--- config.mk ---
export PLATFORM = sky130hd
export DESIGN_NAME = fpa_div_step
export DESIGN_NICKNAME = d
export VERILOG_FILES = /design/src/rtl/fpa_pkg.sv /design/src/rtl/fpa_div_step.sv
export SDC_FILE = /design/constraint.sdc
export NUM_CORES = 1
export LEC_CHECK = 0
export BUFFER_PORTS_ARGS = -buffer_cell sky130_fd_sc_hd__buf_2
export CELL_PAD_IN_SITES_DETAIL_PLACEMENT = 1
export CELL_PAD_IN_SITES_GLOBAL_PLACEMENT = 1
export CORE_UTILIZATION = 39
export DETAILED_ROUTE_END_ITERATION = 7
export GPL_TIMING_DRIVEN = 0
export PLACE_DENSITY_LB_ADDON = 0.1
export SLEW_MARGIN = 15
export SYNTH_ARGS = -nofsm -noshare
export SYNTH_HDL_FRONTEND = slang
export SYNTH_SLANG_ARGS = --single-unit
--- constraint.sdc ---
create_clock -name i_clk -period 8.84 [get_ports i_clk]
set_input_delay 1.768 -clock i_clk [delete_from_list [all_inputs] [get_ports i_clk]]
set_output_delay 1.768 -clock i_clk [all_outputs]
set_load 0.005 [all_outputs]
--- src/rtl/fpa_pkg.sv ---
// types, constants and saturation helpers for the q24.8 fixed-point alu
// no dependencies
package fpa_pkg;

    localparam int DATA_W = 32;
    localparam int FRAC_BITS = 8;
    localparam int NUM_W = DATA_W + FRAC_BITS;

    typedef enum logic [3:0] {
        OP_ADD, OP_SUB, OP_MUL, OP_DIV, OP_GT, OP_LT, OP_GE, OP_LE,
        OP_EQ, OP_NE, OP_MIN, OP_MAX, OP_INC, OP_DEC, OP_TO_INT, OP_FROM_INT
    } t_op;

    typedef enum logic [1:0] {
        ST_OK = 2'd0,
        ST_OVERFLOW = 2'd1,
        ST_DIV_ZERO = 2'd2
    } t_status;

    typedef struct packed {
        logic [3:0]               operation;
        logic signed [DATA_W-1:0] operand_a;
        logic signed [DATA_W-1:0] operand_b;
    } t_in;

    typedef struct packed {
        logic signed [DATA_W-1:0] result_value;
        logic                     compare_true;
        logic [1:0]               status_code;
    } t_out;

    // control and finished results that ride along the divider stages
    typedef struct packed {
        logic  valid;
        logic  is_div;
        logic  neg;
        logic  dz;
        t_out  res;
    } t_side;

    typedef struct packed {
        logic [DATA_W-1:0] rem;
        logic [NUM_W-1:0]  quo;
        logic [NUM_W-1:0]  num;
        logic [DATA_W-1:0] den;
    } t_div;

    localparam logic signed [63:0] SAT_HI = 64'sd2147483647;
    localparam logic signed [63:0] SAT_LO = -64'sd2147483648;

    // clamp a wide signed value to the 32-bit range
    function automatic t_out sat_s(input logic signed [63:0] v);
        t_out r;
        r = '0;
        if (v > SAT_HI) begin
            r.result_value = SAT_HI[DATA_W-1:0];
            r.status_code = ST_OVERFLOW;
        end else if (v < SAT_LO) begin
            r.result_value = SAT_LO[DATA_W-1:0];
            r.status_code = ST_OVERFLOW;
        end else begin
            r.result_value = v[DATA_W-1:0];
        end
        return r;
    endfunction

    // clamp a magnitude with a sign to the 32-bit range
    function automatic t_out sat_mag(input logic [63:0] m, input logic neg);
        t_out r;
        logic [DATA_W-1:0] low;
        r = '0;
        low = m[DATA_W-1:0];
        if (!neg && m > 64'h7FFF_FFFF) begin
            r.result_value = SAT_HI[DATA_W-1:0];
            r.status_code = ST_OVERFLOW;
        end else if (neg && m > 64'h8000_0000) begin
            r.result_value = SAT_LO[DATA_W-1:0];
            r.status_code = ST_OVERFLOW;
        end else begin
            r.result_value = neg ? (~low + 1'b1) : low;
        end
        return r;
    endfunction

endpackage

--- src/rtl/fpa_div_step.sv ---
// one registered step of the restoring divider, one quotient bit per stage
// depends on fpa_pkg
module fpa_div_step (
    input  logic          i_clk,
    input  logic          i_rst_n,
    input  logic          i_en,
    input  fpa_pkg::t_side i_side,
    input  fpa_pkg::t_div  i_div,
    output fpa_pkg::t_side o_side,
    output fpa_pkg::t_div  o_div
);

    fpa_pkg::t_side r_side;
    fpa_pkg::t_div  r_div;
    fpa_pkg::t_div  n_div;
    logic [fpa_pkg::DATA_W:0] sh;

    always_comb begin
        sh = {i_div.rem, i_div.num[fpa_pkg::NUM_W-1]};
        n_div = i_div;
        n_div.num = {i_div.num[fpa_pkg::NUM_W-2:0], 1'b0};
        if (sh >= {1'b0, i_div.den}) begin
            n_div.rem = sh[fpa_pkg::DATA_W-1:0] - i_div.den;
            n_div.quo = {i_div.quo[fpa_pkg::NUM_W-2:0], 1'b1};
        end else begin
            n_div.rem = sh[fpa_pkg::DATA_W-1:0];
            n_div.quo = {i_div.quo[fpa_pkg::NUM_W-2:0], 1'b0};
        end
    end

    always_ff @(posedge i_clk) begin
        if (!i_rst_n) begin
            r_side.valid <= 1'b0;
        end else if (i_en) begin
            r_side.valid <= i_side.valid;
        end
    end

    always_ff @(posedge i_clk) begin
        if (i_en) begin
            r_side.is_div <= i_side.is_div;
            r_side.neg <= i_side.neg;
            r_side.dz <= i_side.dz;
            r_side.res <= i_side.res;
            r_div <= n_div;
        end
    end

    assign o_side = r_side;
    assign o_div = r_div;

endmodule

==> impl_metrics.json, run 1 <==
{
  "worstPathCellList": "buf_2 > inv_1 > ha_1 > clkbuf_1 > nand4_1 > or4_1 > a21oi_1 > nor3_1 > a211oi_2 > o21ai_2 > o31ai_4 > buf_4 > mux2_1",
  "post-route-period-util_pct": 54.4,
  "clock_skew_ns": 0,
  "synth_cell_types": 49,
  "hpwl_um": 19200,
  "die_x_um": 142,
  "path_buf_inv": 4,
  "worstPathMaxFanout": 10,
  "nets": 1134,
  "cts_resized": 0,
  "synth_flop_cell": "edfxtp_1",
  "vias": 5889,
  "antenna_left": 0,
  "synth_top_family_by_area": "compound AO/OA/AOI/OAI gates",
  "max_stage_delay_ns": 0.55,
  "synthSimpleGateAreaFrac_pct": 5.97,
  "p_switching_uw": 578,
  "final_cells": 1196,
  "finalHoldViolations": 0,
  "yosys.area.top_type_share_pct": 70.7,
  "whs_ns": 0.563,
  "yosys.area.top_type": "edfxtp_1",
  "post-cts-setup-buffers": 0,
  "grt_max_degree": 119,
  "critical-path-top-delay-family": "compound AO/OA/AOI/OAI gates",
  "clk_latency_ns": 0.43,
  "placed_cells": 1156,
  "portBuffers": 366,
  "hp-class": "flip-flop to flip-flop",
  "required_ns": 9.02,
  "multi_input_comb_area_mm2": 0.00200,
  "drt_first_iter_violations": 264,
  "slew_viol_final": 0,
  "cp_data_arrival_time_ns": 4.98,
  "viasPerCell": 4.92,
  "slew_headroom_pct": 59.3,
  "synth_edf_count": 181,
  "period_minus_slack_ns": 4.81,
  "status": "completed",
  "num_rows": 50,
  "grt_pass1_vias": 6133,
  "clkTransAtPathRegs_ns": 0.07,
  "antenna_found_initial": 9,
  "hold_buffers": 0,
  "crit_type": "primary input to flip-flop",
  "io_pins": 369,
  "grt_usage_pct": 23.9,
  "area_delta_synth_final_pct": 36.4,
  "rsz0062_at_grt": "false",
  "clock_tree.root_cell": "clkbuf_16",
  "wl_um": 24300,
  "seqCellArea_mm2": 0.00546,
  "ys_ff_latch": 182,
  "cts_tree": "yes",
  "power.internal_uw": 1580,
  "synthAdderAreaFrac_pct": 5.47,
  "pwr-share-comb_pct": 16.2,
  "leakagePower_uw": 0.00464,
  "grt.overflow.total": 0,
  "ir_worst_vdd_v": 0.000113,
  "setup_violations": 0,
  "clk_path_buf_depth": 2,
  "firstDrtPassIters": 5,
  "syn_inst": 529,
  "final_util_pct": 55.1,
  "switching_share_pct": 26.8,
  "fin_setup_tns_ns": 0,
  "power.density_cell_area_mw_per_mm2": 206,
  "yosys-top-cells-area": "edfxtp_1, ha_1, a21oi_1",
  "drive_gt1_share_pct": 45.5,
  "cts_buffers": 17,
  "crit_path_end_kind": "flip-flop",
  "async_flop_share_pct": 0,
  "drc": 0,
  "max_cap_viol_count": 0,
  "start_util_pct": 40.4,
  "grt_pass1_wl_um": 35500,
  "cp_slowest_cell": "o31ai_4",
  "fmax_mhz": 208,
  "wl_per_cell_um": 20.3,
  "htreeDepth": 4,
  "crit_path_start_kind": "primary input",
  "gp_congestion": 0.858,
  "synth_warnings": 0,
  "tightest_slew_ns": 0.610,
  "cts.sinks": 182,
  "yosysSeqAreaShare_pct": 70.9,
  "coreArea_mm2": 0.0190,
  "dieArea_mm2": 0.0203,
  "muxShareOfSynthArea_pct": 1.85,
  "syn_avg_cell_area_um2": 14.5,
  "synth_compound_area_share_pct": 9.57,
  "syn_area_mm2": 0.00769,
  "power_frac_seq_pct": 49.3,
  "syn_nets": 748,
  "yosys.cell_count.top_type": "edfxtp_1",
  "fillCellCount": 2078,
  "p_clk_share_pct": 34.4,
  "die_h_um": 142,
  "synth_common_cells": "edfxtp_1, a21oi_1, inv_1, nor2_1, ha_1",
  "synth-xor-area-share_pct": 3.08
}
[worst min-delay path, cell delays in order, from the launching register on]
cell	delay, ns
dfxtp_1	0.33
mux2i_1	0.08
nor2b_1	0.11
[logic make-up after synthesis]
| logic type | count (synthesis) |
|---|---|
| other | 1 |
| AOI/OAI and AO/OA | 118 |
| muxes | 13 |
| DFF | 182 |
| xor gates and xnor gates | 27 |
| and+or+nand+nor | 99 |
| buffers and inverters | 56 |
| adders and majority gates | 33 |
[path summary, 6_finish.rpt]
check | from | slack, ns | to | cells past startpoint
setup / recovery | i_div[11] | 4.03 | o_div[135]$_DFFE_PP_ | 13
setup reg to reg | o_side[38]$_SDFFE_PN0P_ | 8.20 | o_side[38]$_SDFFE_PN0P_ | 2
hold / removal | o_side[38]$_SDFFE_PN0P_ | 0.56 | o_side[38]$_SDFFE_PN0P_ | 2
hold reg to reg | o_side[38]$_SDFFE_PN0P_ | 0.56 | o_side[38]$_SDFFE_PN0P_ | 2
[final cells by class]
type,instances,share of cell area [%]
Multi-Input combinational cell,291,19.1
Clock buffer,18,4.09
Tap cell,260,3.10
Buffer,18,0.895
Antenna cell,8,0.191
Inverter,38,1.36
Timing Repair Buffer,367,17.8
Sequential cell,182,52.0
Clock inverter,14,1.47
[cell usage in the layout (no fill, tap or decap), types with 3 or more instances in the layout]
cell,count
a21o_1,12
edfxtp_1,181
o21ai_0,16
nand4_1,7
inv_6,4
o211ai_1,4
xnor2_1,16
inv_8,4
nor2b_1,3
o21a_1,6
clkbuf_1,6
a211oi_1,3
buf_2,373
diode_2,8
o21bai_1,3
nand2b_1,4
inv_1,38
ha_1,32
xor2_1,11
mux2_1,4
nor2_1,36
buf_4,4
clkinv_8,3
mux2_2,6
nand2_1,27
a21oi_1,54
mux2i_1,3
clkbuf_16,17
a31oi_1,5
nand3_1,8
nor4_1,4
[power groups by stage]
stage / registers (uW) / logic, uW / clock network, uW
global route: 1070 / 385 / 789
finish: 1060 / 350 / 743
floorplan: 1100 / 142 / 0
detailed placement: 1080 / 351 / 0
global placement: 1080 / 339 / 0
CTS: 1060 / 354 / 765
[layer usage]
layer  wire length, um  vias up  track usage [%]
met5                34        -                0
met4               505        6             8.49
met3              1890       33             7.60
met2             12900      214             43.7
met1              8910     2881             25.8
li1                  -     2755                -
[sequential cells by signal, summed over array words and instances, names as in the netlist]
| name | cells |
|---|---|
| o_side | 39 |
| o_div | 143 |
[per-stage QoR]
| step | total power, uW | cell area, um^2 | setup WS [ns] |
|---|---|---|---|
| 3_5_place_dp | 1430 | 9880 | 3.54 |
| 4_1_cts | 2180 | 10500 | 4.01 |
| 6_report | 2160 | 10500 | 4.03 |
| 5_1_grt | 2250 | 10500 | 3.79 |
| 2_1_floorplan | 1240 | 7690 | 4.30 |
| 3_3_place_gp | 1420 | 9850 | 3.61 |
(Power assumes the default switching activity.)
==> run 2, diff against run 1 <==
Settings changed: CORE_UTILIZATION 39 to 36.
Clock period 8.84 ns to 4.45 ns, I/O delays scaled along.
==> run 2 against run 1 <==
Effect of this change:
- clock skew stayed put
- first-iteration DRC count is 21% higher
- cell count is 0.84% higher
- final area is 0.26% higher
- hold slack worse by 0.026 ns
- critical path depth is 1 higher
- global-route usage is 2.6 points lower
- count of clock-buffer cells in the layout is 1 lower
- non-clock buffer count stayed put
==> impl_metrics.json, run 2 (synthesis results as in run 1) <==
{
  "r2r_start": "o_side[38]$_SDFFE_PN0P_",
  "power.internal_uw": 3150,
  "htreeDepth": 4,
  "mostFrequentLayoutCell": "buf_2",
  "crit_path_end_kind": "flip-flop",
  "required_ns": 4.61,
  "gp_congestion": 0.837,
  "drive_gt1_share_pct": 45.5,
  "antenna_left": 0,
  "cp_slowest_cell": "o31ai_4",
  "area_delta_synth_final_pct": 36.7,
  "power.density_cell_area_mw_per_mm2": 411,
  "cts_buffers": 17,
  "clk_latency_ns": 0.43,
  "r2r_slack_ns": 3.85,
  "min_from": "o_side[38]$_SDFFE_PN0P_",
  "clkTransAtPathRegs_ns": 0.08,
  "p_total_uw": 4320,
  "worstPathMaxFanout": 10,
  "final_cells": 1206,
  "post-cts-setup-buffers": 0,
  "rsz0062_at_grt": "false",
  "reg2reg_depth": 2,
  "p_clk_share_pct": 35.2,
  "hold_buffers": 0,
  "fin_setup_tns_ns": 0,
  "max_stage_delay_ns": 0.56,
  "placed_cells": 1171,
  "drc": 0,
  "ir_worst_vdd_v": 0.000224,
  "cts.sinks": 182,
  "r2r_end": "o_side[38]$_SDFFE_PN0P_",
  "drt_first_iter_violations": 319,
  "worstPathCellList": "buf_2 > inv_1 > ha_1 > clkbuf_1 > nand4_1 > or4_1 > a21oi_1 > nor3_1 > a211oi_2 > o21ai_2 > o31ai_4 > buf_4 > buf_4 > a21oi_1",
  "largest_reg_flops": 143,
  "nets": 1134,
  "vias": 5803,
  "period_minus_slack_ns": 3.95,
  "finalHoldViolations": 0,
  "io_pins": 369,
  "cp_data_arrival_time_ns": 4.11,
  "coreArea_mm2": 0.0210,
  "fmax_mhz": 253,
  "grt_usage_pct": 21.3,
  "cts_tree": "yes",
  "start_util_pct": 36.7,
  "tightest_slew_ns": 0.609,
  "slew_viol_final": 0,
  "post-route-period-util_pct": 88.8,
  "clk_path_buf_depth": 2,
  "power_frac_seq_pct": 48.9,
  "firstDrtPassIters": 5,
  "grt_max_degree": 120,
  "hp-class": "flip-flop to flip-flop",
  "p_switching_uw": 1170,
  "max_cap_viol_count": 0,
  "setup_violations": 0,
  "wl_um": 23800,
  "antenna_found_initial": 5,
  "final_cell_mix": "buf_2, edfxtp_1, a21oi_1",
  "worstHoldPathCells": 2,
  "die_x_um": 148,
  "clock_skew_ns": 0,
  "cts_resized": 0,
  "num_rows": 53,
  "grt.overflow.total": 0,
  "crit_type": "primary input to flip-flop",
  "wl_per_cell_um": 19.8,
  "portBuffers": 366,
  "dieArea_mm2": 0.0219,
  "status": "completed",
  "clock_tree.root_cell": "clkbuf_16",
  "switching_share_pct": 27.2,
  "grt_pass1_vias": 6051,
  "slew_headroom_pct": 59.4,
  "pwr-share-comb_pct": 15.9,
  "crit_path_start_kind": "primary input",
  "final_util_pct": 50.2,
  "die_h_um": 148,
  "hpwl_um": 18700,
  "leakagePower_uw": 0.00465,
  "holdPathEnd": "o_side[38]$_SDFFE_PN0P_",
  "viasPerCell": 4.81,
  "grt_pass1_wl_um": 34700
}
==> run 2: cell count changes in the layout (fill, tap and decap cells not counted) <==
cell and change:
clkinv_1 +1, inv_8 -1, clkinvlp_4 -1, inv_6 -1
clkbuf_1 -1, diode_2 -5, inv_12 +1, clkinv_8 +2
==> run 2: layout make-up <==
| type | count | area [um^2] |
|---|---|---|
| sequential | 182 | 5460 |
| inverter | 38 | 143 |
| buffer | 18 | 93.8 |
| timing repair buffer | 367 | 1870 |
| clock inverter | 15 | 179 |
| clock buffer | 17 | 425 |
| multi-input combinational | 291 | 2000 |
| tap | 275 | 344 |
| fill | 2298 | 10400 |
| antenna | 3 | 7.51 |
==> run 2: how the worst max path moves through the flow <==
stage | start | endpoint | slack (ns) | cells past startpoint
after floorplan | i_div[7] | o_div[125]$_DFFE_PP_ | 0.78 | 12
final | i_div[12] | o_div[126]$_DFFE_PP_ | 0.50 | 14
after CTS | i_div[12] | o_div[126]$_DFFE_PP_ | 0.47 | 14
after detailed placement | i_div[12] | o_div[126]$_DFFE_PP_ | 0.02 | 14
after global routing | i_div[11] | o_div[126]$_DFFE_PP_ | 0.23 | 14
after global placement | i_div[11] | o_div[138]$_DFFE_PP_ | 0.09 | 13
==> run 2: critical path: cells and delay by family <==
family	cells	cell delay [ns]
AO/OA/AOI/OAI	5	1.23
adder cells (fa/ha/maj)	1	0.27
buffers and inverters	5	0.99
AND/OR/NAND/NOR	3	0.73
==> run 2: per-stage QoR <==
step           setup slack, ns  cell area, um^2  hold WS [ns]
6_report                 0.499            10500         0.537
5_1_grt                  0.234            10500         0.602
4_1_cts                  0.472            10500         0.534
3_5_place_dp            0.0249             9900         0.514
3_3_place_gp            0.0926             9870         0.510
2_1_floorplan            0.785             7690         0.507
==> run 2: power groups by stage <==
| stage | combinational [uW] | clock [uW] | sequential [uW] |
|---|---|---|---|
| final | 688 | 1520 | 2110 |
| after floorplan | 283 | 0 | 2180 |
| after CTS | 699 | 1560 | 2110 |
| after global routing | 758 | 1610 | 2130 |
| after detailed placement | 694 | 0 | 2150 |
| after global placement | 674 | 0 | 2150 |
==> run 2: layer usage <==
layer	part of all wire (%)	global-route usage [%]
met1	37	23.9
met2	53	38.8
met3	7.4	6.23
met4	1.8	6.65
met5	0.21	0
==> run 3, diff against run 2 <==
Settings changed: HOLD_SLACK_MARGIN from default to 0.15, MAX_ROUTING_LAYER from default to met4.
==> run 3 against run 2 <==
Effect of this change:
- final area barely moved
- power rose by 0.11%
- count of clock-buffer cells in the layout did not move
- critical path depth did not move
- core utilization barely moved
- routed wire length rose by 0.20%
- clock skew did not move
- critical endpoint unchanged
- setup slack improved by 0.0044 ns
==> impl_metrics.json, run 3 (synthesis results as in run 1) <==
{
  "status": "completed",
  "nets": 1134,
  "grtUsageMet2_pct": 38.8,
  "crit_path_end_kind": "flip-flop",
  "whs_ns": 0.537,
  "clock_tree.root_cell": "clkbuf_16",
  "met3_usage_pct": 5.86,
  "vias": 5823,
  "cts_buffers": 17,
  "drive_gt1_share_pct": 45.5,
  "cts_resized": 0,
  "cp_data_arrival_time_ns": 4.11,
  "rsz0062_at_grt": "false",
  "final_cell_mix": "buf_2, edfxtp_1, a21oi_1",
  "slew_headroom_pct": 55.7,
  "start_util_pct": 36.7,
  "clkTransAtPathRegs_ns": 0.08,
  "cp_slowest_cell": "o31ai_4",
  "post-cts-setup-buffers": 0,
  "path_buf_inv": 5,
  "clk_path_buf_depth": 2,
  "min_from": "o_side[38]$_SDFFE_PN0P_",
  "hpwl_um": 18700,
  "antenna_found_initial": 5,
  "crit_type": "primary input to flip-flop",
  "hp-class": "flip-flop to flip-flop",
  "setup_violations": 0,
  "wl_um": 23900,
  "antenna_left": 0,
  "cts_tree": "yes",
  "required_ns": 4.61,
  "clock_skew_ns": 0,
  "power.density_cell_area_mw_per_mm2": 411,
  "worstPathCellList": "buf_2 > inv_1 > ha_1 > clkbuf_1 > nand4_1 > or4_1 > a21oi_1 > nor3_1 > a211oi_2 > o21ai_2 > o31ai_4 > buf_4 > buf_4 > a21oi_1",
  "post-route-period-util_pct": 88.7,
  "clk_latency_ns": 0.43,
  "htreeDepth": 4,
  "fmax_mhz": 253,
  "critical-path-top-delay-family": "compound AO/OA/AOI/OAI gates",
  "io_pins": 369,
  "final_util_pct": 50.2,
  "r2r_start": "o_side[38]$_SDFFE_PN0P_",
  "dpl_cell_area_mm2": 0.00990,
  "period_minus_slack_ns": 3.95,
  "viasPerCell": 4.82,
  "dieArea_mm2": 0.0219,
  "num_rows": 53,
  "grt_pass1_wl_um": 34700,
  "worstPathMaxFanout": 10,
  "area_delta_synth_final_pct": 36.8,
  "slew_viol_final": 0,
  "drt_first_iter_violations": 288,
  "gp_congestion": 0.850,
  "mostFrequentLayoutCell": "buf_2",
  "firstDrtPassIters": 4,
  "hold_buffers": 0,
  "ir_worst_vdd_v": 0.000224,
  "wl_per_cell_um": 19.8,
  "fin_setup_tns_ns": 0,
  "grt_usage_pct": 22.0,
  "max_cap_viol_count": 0,
  "portBuffers": 366,
  "die_h_um": 148,
  "finalHoldViolations": 0,
  "crit_path_start_kind": "primary input",
  "grt_pass1_vias": 6039,
  "max_stage_delay_ns": 0.56,
  "drc": 0,
  "cp-startpoint": "i_div[12]",
  "tightest_slew_ns": 0.664,
  "busiest_layer": "met2",
  "grt_max_degree": 120,
  "grt.overflow.total": 0,
  "fin_area_mm2": 0.0105,
  "largest_reg_flops": 143,
  "leakagePower_uw": 0.00465,
  "coreArea_mm2": 0.0210,
  "die_x_um": 148,
  "cts.sinks": 182,
  "use_met1_pct": 24.2
}
## run 3: worst paths after layout
path	cells past startpoint	slack [ns]	to
setup / recovery	14	0.50	o_div[126]$_DFFE_PP_
hold / removal	2	0.54	o_side[38]$_SDFFE_PN0P_
setup reg to reg	2	3.85	o_side[38]$_SDFFE_PN0P_
hold reg to reg	2	0.54	o_side[38]$_SDFFE_PN0P_
## run 3: final cells by class
| cell class | count | area (um^2) |
|---|---|---|
| fill | 2300 | 10400 |
| sequential | 182 | 5460 |
| multi-input combinational | 291 | 2000 |
| timing repair buffer | 367 | 1870 |
| clock buffer | 17 | 425 |
| tap | 275 | 344 |
| clock inverter | 15 | 179 |
| inverter | 38 | 143 |
| buffer | 18 | 93.8 |
| antenna | 6 | 15.0 |
## run 3: worst register-to-register path, delay by kind of cell (launching register included)
| kind | cells | cell delay (ns) |
|---|---|---|
| flip-flops | 1 | 0.32 |
| multiplexers | 1 | 0.12 |
| AND/OR/NAND/NOR | 1 | 0.06 |
## run 3: per-stage QoR
stage	power [uW]	worst slack, ns	cells
detailed placement	2850	0.0249	1171
CTS	4380	0.472	1203
global route	4500	0.234	1208
global placement	2830	0.0926	1170
finish	4320	0.503	1209
floorplan	2460	0.785	529
## run 3: metal layers
layer	vias up	wire length (um)
li1	2755	-
met5	-	0
met2	212	12700
met3	22	1640
met4	0	359
met1	2834	9190
## run 3: power breakdown
| part | switching, uW | leakage, uW | internal (uW) | total (uW) |
|---|---|---|---|---|
| Combinational | 380 | 0.00257 | 308 | 688 |
| Clock | 758 | 0.000293 | 764 | 1520 |
| Sequential | 39.1 | 0.00178 | 2070 | 2110 |
